[src/hdl/gpd_pkg.sv]
// Shared types, constants and register codes of the Gray pattern pixel decoder.
package gpd_pkg;

    localparam int MAX_CODE_BITS = 16;
    localparam int CODE_W        = MAX_CODE_BITS;
    localparam int CNT_W         = $clog2(2 * MAX_CODE_BITS + 1);
    localparam int BITS_W        = 5;
    localparam int PIX_W         = 8;
    localparam int DIM_W         = 16;
    localparam int THR_W         = 8;
    localparam int BIN_W         = 32;
    localparam int STATUS_W      = 2;
    localparam int CFG_IDX_W     = 3;
    localparam int CFG_DATA_W    = 16;

    // Register indexes
    localparam logic [CFG_IDX_W-1:0] REG_COLUMN_BITS = 3'd0;
    localparam logic [CFG_IDX_W-1:0] REG_ROW_BITS    = 3'd1;
    localparam logic [CFG_IDX_W-1:0] REG_PROJ_WIDTH  = 3'd2;
    localparam logic [CFG_IDX_W-1:0] REG_PROJ_HEIGHT = 3'd3;
    localparam logic [CFG_IDX_W-1:0] REG_CONTRAST    = 3'd4;
    localparam logic [CFG_IDX_W-1:0] REG_SHADOW      = 3'd5;

    // Reset values
    localparam logic [BITS_W-1:0] RST_COLUMN_BITS = 5'd10;
    localparam logic [BITS_W-1:0] RST_ROW_BITS    = 5'd9;
    localparam logic [DIM_W-1:0]  RST_PROJ_WIDTH  = 16'd1024;
    localparam logic [DIM_W-1:0]  RST_PROJ_HEIGHT = 16'd768;
    localparam logic [THR_W-1:0]  RST_CONTRAST    = 8'd5;
    localparam logic [THR_W-1:0]  RST_SHADOW      = 8'd40;

    // Request kinds
    localparam logic REQ_PATTERN   = 1'b0;
    localparam logic REQ_REFERENCE = 1'b1;

    // Status codes
    localparam logic [STATUS_W-1:0] STATUS_OK           = 2'd0;
    localparam logic [STATUS_W-1:0] STATUS_SHADOWED     = 2'd1;
    localparam logic [STATUS_W-1:0] STATUS_LOW_CONTRAST = 2'd2;
    localparam logic [STATUS_W-1:0] STATUS_OUT_OF_RANGE = 2'd3;

    typedef struct packed {
        logic [BITS_W-1:0] column_bits;
        logic [BITS_W-1:0] row_bits;
        logic [DIM_W-1:0]  proj_cols;
        logic [DIM_W-1:0]  proj_rows;
        logic [THR_W-1:0]  contrast_thr;
        logic [THR_W-1:0]  shadow_thr;
    } t_cfg;

    // Decoded pixel waiting for the bin multiply
    typedef struct packed {
        logic                valid;
        logic [CODE_W-1:0]   x;
        logic [CODE_W-1:0]   y;
        logic [STATUS_W-1:0] status;
    } t_pix_res;

    // Saturate a bit count at the code width
    function automatic logic [BITS_W-1:0] clamp_bits(input logic [BITS_W-1:0] n);
        logic [BITS_W-1:0] lim;
        lim = BITS_W'(MAX_CODE_BITS);
        return (n > lim) ? lim : n;
    endfunction

    // Shift one Gray bit into a binary code, converting on the fly
    function automatic logic [CODE_W-1:0] gray_shift_in(input logic [CODE_W-1:0] code,
                                                         input logic gbit);
        return {code[CODE_W-2:0], code[0] ^ gbit};
    endfunction

endpackage

[src/hdl/gpd_decode.sv]
// Per-pixel Gray decode state and the decoded-result register.
module gpd_decode (
    input  logic                          i_clk,
    input  logic                          i_rst_n,
    input  gpd_pkg::t_cfg                 i_cfg,
    input  logic                          i_accept,
    input  logic                          i_req_type,
    input  logic [gpd_pkg::PIX_W-1:0]     i_first_val,
    input  logic [gpd_pkg::PIX_W-1:0]     i_second_val,
    input  logic                          i_advance,
    output logic                          o_stall,
    output gpd_pkg::t_pix_res             o_res
);

    logic [gpd_pkg::CODE_W-1:0] r_col_code, n_col_code;
    logic [gpd_pkg::CODE_W-1:0] r_row_code, n_row_code;
    logic [gpd_pkg::CNT_W-1:0]  r_pairs, n_pairs;
    logic                       r_low_flag, n_low_flag;
    logic                       r_shadow_flag, n_shadow_flag;
    gpd_pkg::t_pix_res          r_res, n_res;

    logic [gpd_pkg::BITS_W-1:0] cb, rb;
    logic [gpd_pkg::CNT_W-1:0]  total;
    logic [gpd_pkg::PIX_W:0]    sdiff;
    logic [gpd_pkg::PIX_W-1:0]  adiff;
    logic                       gbit;
    logic [gpd_pkg::CNT_W-1:0]  pairs_inc;

    assign cb        = gpd_pkg::clamp_bits(i_cfg.column_bits);
    assign rb        = gpd_pkg::clamp_bits(i_cfg.row_bits);
    assign total     = gpd_pkg::CNT_W'(cb) + gpd_pkg::CNT_W'(rb);
    assign sdiff     = {1'b0, i_first_val} - {1'b0, i_second_val};
    assign gbit      = i_first_val > i_second_val;
    assign adiff     = gbit ? sdiff[gpd_pkg::PIX_W-1:0]
                            : (i_second_val - i_first_val);
    assign pairs_inc = r_pairs + 1'b1;

    assign o_stall = r_res.valid && !i_advance;
    assign o_res   = r_res;

    always_comb begin
        n_col_code    = r_col_code;
        n_row_code    = r_row_code;
        n_pairs       = r_pairs;
        n_low_flag    = r_low_flag;
        n_shadow_flag = r_shadow_flag;
        n_res         = r_res;
        if (i_advance) begin
            n_res.valid = 1'b0;
        end
        if (i_accept) begin
            if (i_req_type == gpd_pkg::REQ_REFERENCE) begin
                n_col_code    = '0;
                n_row_code    = '0;
                n_pairs       = '0;
                n_low_flag    = 1'b0;
                // lit only when white - black is positive and above threshold
                n_shadow_flag = !(!sdiff[gpd_pkg::PIX_W] &&
                                  (sdiff[gpd_pkg::PIX_W-1:0] > i_cfg.shadow_thr));
            end else if (r_pairs < total) begin
                if (adiff < i_cfg.contrast_thr) begin
                    n_low_flag = 1'b1;
                end
                if (r_pairs < gpd_pkg::CNT_W'(cb)) begin
                    n_col_code = gpd_pkg::gray_shift_in(r_col_code, gbit);
                end else begin
                    n_row_code = gpd_pkg::gray_shift_in(r_row_code, gbit);
                end
                n_pairs = pairs_inc;
                if (pairs_inc == total) begin
                    n_res.valid = 1'b1;
                    n_res.x     = n_col_code;
                    n_res.y     = n_row_code;
                    if (r_shadow_flag) begin
                        n_res.status = gpd_pkg::STATUS_SHADOWED;
                    end else if (n_low_flag) begin
                        n_res.status = gpd_pkg::STATUS_LOW_CONTRAST;
                    end else if (n_col_code >= i_cfg.proj_cols ||
                                 n_row_code >= i_cfg.proj_rows) begin
                        n_res.status = gpd_pkg::STATUS_OUT_OF_RANGE;
                    end else begin
                        n_res.status = gpd_pkg::STATUS_OK;
                    end
                end
            end
        end
    end

    always_ff @(posedge i_clk) begin
        if (!i_rst_n) begin
            r_col_code    <= '0;
            r_row_code    <= '0;
            r_pairs       <= '0;
            r_low_flag    <= 1'b0;
            r_shadow_flag <= 1'b0;
            r_res.valid   <= 1'b0;
        end else begin
            r_col_code    <= n_col_code;
            r_row_code    <= n_row_code;
            r_pairs       <= n_pairs;
            r_low_flag    <= n_low_flag;
            r_shadow_flag <= n_shadow_flag;
            r_res.valid   <= n_res.valid;
        end
        r_res.x      <= n_res.x;
        r_res.y      <= n_res.y;
        r_res.status <= n_res.status;
    end

endmodule

[src/hdl/gpd_bin.sv]
// Bin index multiply-add and the output register.
module gpd_bin (
    input  logic                           i_clk,
    input  logic                           i_rst_n,
    input  logic [gpd_pkg::DIM_W-1:0]      i_proj_rows,
    input  gpd_pkg::t_pix_res              i_res,
    input  logic                           i_out_stall,
    output logic                           o_advance,
    output logic                           o_out_valid,
    output logic [gpd_pkg::CODE_W-1:0]     o_proj_x,
    output logic [gpd_pkg::CODE_W-1:0]     o_proj_y,
    output logic [gpd_pkg::BIN_W-1:0]      o_bin_index,
    output logic [gpd_pkg::STATUS_W-1:0]   o_status
);

    logic                          r_valid, n_valid;
    logic [gpd_pkg::CODE_W-1:0]    r_x, r_y;
    logic [gpd_pkg::BIN_W-1:0]     r_bin, n_bin;
    logic [gpd_pkg::STATUS_W-1:0]  r_status;
    logic                          load;

    // x * rows + y never exceeds 32 bits for 16-bit operands
    assign n_bin     = (gpd_pkg::BIN_W'(i_res.x) * gpd_pkg::BIN_W'(i_proj_rows))
                       + gpd_pkg::BIN_W'(i_res.y);
    assign load      = !r_valid || !i_out_stall;
    assign o_advance = i_res.valid && load;

    always_comb begin
        n_valid = r_valid;
        if (load) begin
            n_valid = i_res.valid;
        end
    end

    always_ff @(posedge i_clk) begin
        if (!i_rst_n) begin
            r_valid <= 1'b0;
        end else begin
            r_valid <= n_valid;
        end
    end

    always_ff @(posedge i_clk) begin
        if (o_advance) begin
            r_x      <= i_res.x;
            r_y      <= i_res.y;
            r_bin    <= n_bin;
            r_status <= i_res.status;
        end
    end

    assign o_out_valid = r_valid;
    assign o_proj_x    = r_x;
    assign o_proj_y    = r_y;
    assign o_bin_index = r_bin;
    assign o_status    = r_status;

endmodule

[src/hdl/gray_pattern_pixel_decoder_unit.sv]
// Top level of the Gray pattern pixel decoder: config registers, decode and bin stages.
// Throughput: one intensity pair per cycle; input stalls only while both result stages
//   are full and the output stalls.
// Result path: a closing pair's result is registered in the decode result register, then in
//   the bin multiply-add output register, which drives the outputs.
// Reset (synchronous, active low): config to defaults, codes, count, flags and both stages cleared.
module gray_pattern_pixel_decoder_unit (
    input  logic                                i_clk,
    input  logic                                i_rst_n,
    // config write port
    input  logic                                i_cfg_wr_en,
    input  logic [gpd_pkg::CFG_IDX_W-1:0]       i_cfg_index,
    input  logic [gpd_pkg::CFG_DATA_W-1:0]      i_cfg_data,
    // input items
    input  logic                                i_in_valid,
    output logic                                o_in_stall,
    input  logic                                i_req_type,
    input  logic [gpd_pkg::PIX_W-1:0]           i_first_val,
    input  logic [gpd_pkg::PIX_W-1:0]           i_second_val,
    // result items
    output logic                                o_out_valid,
    input  logic                                i_out_stall,
    output logic [gpd_pkg::CODE_W-1:0]          o_proj_x,
    output logic [gpd_pkg::CODE_W-1:0]          o_proj_y,
    output logic [gpd_pkg::BIN_W-1:0]           o_bin_index,
    output logic [gpd_pkg::STATUS_W-1:0]        o_status
);

    gpd_pkg::t_cfg      r_cfg, n_cfg;
    gpd_pkg::t_pix_res  dec_res;
    logic               advance;
    logic               accept;

    // Config registers; unused indexes are dropped
    always_comb begin
        n_cfg = r_cfg;
        if (i_cfg_wr_en) begin
            case (i_cfg_index)
                gpd_pkg::REG_COLUMN_BITS: n_cfg.column_bits  = i_cfg_data[gpd_pkg::BITS_W-1:0];
                gpd_pkg::REG_ROW_BITS:    n_cfg.row_bits     = i_cfg_data[gpd_pkg::BITS_W-1:0];
                gpd_pkg::REG_PROJ_WIDTH:  n_cfg.proj_cols    = i_cfg_data[gpd_pkg::DIM_W-1:0];
                gpd_pkg::REG_PROJ_HEIGHT: n_cfg.proj_rows    = i_cfg_data[gpd_pkg::DIM_W-1:0];
                gpd_pkg::REG_CONTRAST:    n_cfg.contrast_thr = i_cfg_data[gpd_pkg::THR_W-1:0];
                gpd_pkg::REG_SHADOW:      n_cfg.shadow_thr   = i_cfg_data[gpd_pkg::THR_W-1:0];
                default: begin
                end
            endcase
        end
    end

    always_ff @(posedge i_clk) begin
        if (!i_rst_n) begin
            r_cfg.column_bits  <= gpd_pkg::RST_COLUMN_BITS;
            r_cfg.row_bits     <= gpd_pkg::RST_ROW_BITS;
            r_cfg.proj_cols    <= gpd_pkg::RST_PROJ_WIDTH;
            r_cfg.proj_rows    <= gpd_pkg::RST_PROJ_HEIGHT;
            r_cfg.contrast_thr <= gpd_pkg::RST_CONTRAST;
            r_cfg.shadow_thr   <= gpd_pkg::RST_SHADOW;
        end else begin
            r_cfg <= n_cfg;
        end
    end

    // An item is taken whenever the decode result register is free or draining
    assign accept = i_in_valid && !o_in_stall;

    gpd_decode u_decode (
        .i_clk        (i_clk),
        .i_rst_n      (i_rst_n),
        .i_cfg        (r_cfg),
        .i_accept     (accept),
        .i_req_type   (i_req_type),
        .i_first_val  (i_first_val),
        .i_second_val (i_second_val),
        .i_advance    (advance),
        .o_stall      (o_in_stall),
        .o_res        (dec_res)
    );

    // Bin index: x * rows + y, registered into the output stage
    gpd_bin u_bin (
        .i_clk         (i_clk),
        .i_rst_n       (i_rst_n),
        .i_proj_rows   (r_cfg.proj_rows),
        .i_res         (dec_res),
        .i_out_stall   (i_out_stall),
        .o_advance     (advance),
        .o_out_valid   (o_out_valid),
        .o_proj_x      (o_proj_x),
        .o_proj_y      (o_proj_y),
        .o_bin_index   (o_bin_index),
        .o_status      (o_status)
    );

endmodule

[config.mk]
export PLATFORM = sky130hd
export DESIGN_NAME = gray_pattern_pixel_decoder_unit
export DESIGN_NICKNAME = d
export VERILOG_FILES = /design/src/hdl/gpd_pkg.sv /design/src/hdl/gpd_decode.sv /design/src/hdl/gpd_bin.sv /design/src/hdl/gray_pattern_pixel_decoder_unit.sv
export SDC_FILE = /design/constraint.sdc
export NUM_CORES = 1
export LEC_CHECK = 0
export BUFFER_PORTS_ARGS = -buffer_cell sky130_fd_sc_hd__buf_2
export CAP_MARGIN = 40
export CORE_MARGIN = 2
export CORE_UTILIZATION = 24
export DETAILED_ROUTE_END_ITERATION = 10
export PLACE_DENSITY = 0.47
export SLEW_MARGIN = 5
export SYNTH_ARGS = -nofsm -noshare
export SYNTH_HDL_FRONTEND = slang
export SYNTH_HIERARCHICAL = 1
export SYNTH_SLANG_ARGS = --single-unit
[constraint.sdc]
create_clock -name i_clk -period 20.7 [get_ports i_clk]
set_input_delay 4.14 -clock i_clk [delete_from_list [all_inputs] [get_ports i_clk]]
set_output_delay 4.14 -clock i_clk [all_outputs]
set_load 0.005 [all_outputs]
==> flow_summary.ini <==
[synth]
synth-simple-area-share_pct = 13.8
synth_top_family_by_area = adder cells
ys_warn_count = 6
synth_top_area_share_pct = 23.0
yosysMostFrequentCell = inv_1
synth_area_sq_um = 18600
synth_nets = 2332
avgSynthCellArea_sq_um = 9.81
muxShareOfSynthArea_pct = 5.17
ys_seq_area_share_pct = 26.9
synth.distinct_cells = 68
synth_area_leaders = fa_1 (23%), edfxtp_1 (16%), ha_1 (12%), dfxtp_1 (11%), inv_1 (6.9%)
syn_inst = 1894
async_flop_share_pct = 0
synthAdderAreaFrac_pct = 35.3
ys_ff_latch = 200
synth_edf_count = 100
synth_area_leader_cell = fa_1
synth-compound-area-share_pct = 7.58
synth-xor-area-share_pct = 2.59
yosys-top-cells-count = inv_1 (341), nand2_1 (247), fa_1 (213)
ys.flop_type = edfxtp_1

[floorplan]
io_pins = 109
row_count = 102
initial_core_util_pct = 24.1
die_h_um = 282
die_area_sq_um = 79700
coreArea_sq_um = 77100
fp.dieW_um = 282

[placement]
gp_congestion = 0.871
place_inst = 2987
dp_slack_ns = 11.54
port_buffers = 108
hpwl_mm = 37.5

[global_routing]
grt_pass1_wl_mm = 76.2
track_usage_pct = 12.4
grt_start_max_net_pins = 90
antenna_found_initial = 6
grt-ovfl-total = 0
first_global_vias = 13727

[hold_path]
hold_class = reg2reg

[setup_path]
worstSetupStartpointType = input pin
reg2reg_to = u_bin/o_bin_index[30]
critPathKind = in2out
regToRegSetupSlack_ns = 14.13
crit_required_ns = 16.56
critPathMaxFanout = 18
crit_start = i_out_stall
r2r_start = u_decode/o_res[23]
arrival_ns = 4.99
endpoint = o_in_stall
cp-end-kind = primary output
r2r.worst_path.cells = 21

[sta]
max-slew-margin-rel_pct = 39.4
finalSetupViolCount = 0
rsz0062_at_grt = false
max_freq_mhz = 110
fin_tns_setup_ns = 0
tightest_slew_ns = 0.908
drv_slew = 0
finalWorstSetupSlack_ns = 11.57
timing.final.crit_share_pct = 44.1
whs_ns = 0.432
skew_ns = 0.0180
period_minus_slack_ns = 9.13
finalHoldViolations = 0

[clock_network]
cts_hold_repair.buffers = 0
ctsLongestPathBuffers = 2
cts_resized = 0
htree_num_levels = 4
cts.sinks = 200
cts_tree = built
cts.clk_slew.worst_paths_ns = 0.07
worstSkewPairLatency_ns = 0.50
cts_setup_buffers = 0
cts_made_buffers = 17
clockRootBuffer = clkbuf_16

[pwr]
leakagePower_uw = 0.00965
powerDensity_nw_per_um2 = 46.6
vdd_drop_max_mv = 0.0568

[route]
route.detailed.drc = 0
drt_iter0_drc = 582
antenna_left = 0
wl_per_cell_um = 15.7
first_pass_iters = 5
vias = 12843
wirelength_mm = 47.5
vias_per_cell = 4.25

[status]
outcome = completed

[flow_run]
drv_cap = 0

[finish]
seqCellArea_sq_um = 5000
stdcell_count = 3021
syn_to_final_growth_pct = 13.0
nFillCells = 8231
finalCoreUtilization_pct = 27.2
nets = 2404
multi_input_area_sq_um = 12000
drive_gt1_share_pct = 10.7
[layer usage]
| metal | vias up | wire, um | track usage [%] |
|---|---|---|---|
| li1 | 6234 | - | - |
| met1 | 6268 | 21800 | 15.9 |
| met2 | 273 | 22800 | 21.2 |
| met3 | 62 | 2020 | 2.35 |
| met4 | 6 | 803 | 3.34 |
| met5 | - | 28 | 0 |
[how the worst min path moves through the flow]
| stage | start | end | slack [ns] | cells past startpoint |
|---|---|---|---|---|
| after floorplan | u_decode/o_res[0] | u_bin/o_status[0] | 0.40 | 0 |
| after global placement | u_decode/o_res[1] | u_bin/o_status[1] | 0.41 | 0 |
| after detailed placement | u_decode/o_res[1] | u_bin/o_status[1] | 0.41 | 0 |
| after CTS | u_decode/o_res[1] | u_bin/o_status[1] | 0.43 | 0 |
| after global routing | u_decode/o_res[1] | u_bin/o_status[1] | 0.43 | 0 |
| final | u_decode/o_res[1] | u_bin/o_status[1] | 0.43 | 0 |
[worst max-delay path: stages]
cell	delay, ns
buf_2	0.12
a21boi_4	0.14
buf_4	0.32
nor2b_1	0.12
buf_2	0.15
[cells in the final DEF (no fill, tap or decap), types with 6 or more instances in the layout]
cell       count
nand4_1       13
clkbuf_16     17
nand2b_1       6
inv_1        341
dfxtp_1      100
a21o_1        25
mux2_2        31
edfxtp_1     100
nand2_1      247
buf_4          6
o21ai_0       22
a21oi_1       58
xnor2_1       37
o211ai_1       7
nor3_1         7
nand3_1       10
fa_1         213
and2_1       113
xor2_1        18
buf_2        108
a22oi_1       32
mux2i_1       61
nor2_1        63
o21ai_1       10
buf_8          8
o21a_1         9
a211oi_1      11
nor2b_1       38
ha_1         184
[flip-flops by register name, indices dropped and copies added, names as in the netlist, 2 cells and up]
name / flops
u_bin/o_proj_y: 16
u_bin/o_bin_index: 32
u_decode/r_col_code: 16
u_bin/o_status: 2
u_decode/r_pairs: 6
u_decode/r_row_code: 16
r_cfg: 58
u_decode/o_res: 35
u_bin/o_proj_x: 16
[area by class of cell]
cell class              instances  share of cell area (%)
inverters                     341                    6.10
clock inverters                14                   0.709
repair buffers                126                    3.89
diodes                          2                  0.0238
multi-input cells            1280                    57.1
flip-flops and latches        200                    23.8
well taps                    1040                    6.20
clock buffers                  18                    2.09
[cell families after synthesis]
group,after synthesis
multiplexers,92
AND/OR/NAND/NOR,527
flip-flops,200
adder cells (fa/ha/maj),397
buffers and inverters,414
AO/OA/AOI/OAI,209
XOR/XNOR,55
[where the power goes]
part,switching (uW),internal [uW]
sequential,6.09,422
combinational,120,80.7
clock,185,165
[per-stage QoR]
| stage | total power (uW) | cell area [sq um] |
|---|---|---|
| after global placement | 633 | 20200 |
| final | 978 | 21000 |
| after CTS | 995 | 21000 |
| after floorplan | 584 | 18600 |
| after detailed placement | 638 | 20400 |
| after global routing | 1030 | 21000 |
No activity file was read; power rests on OpenSTA's default activity.
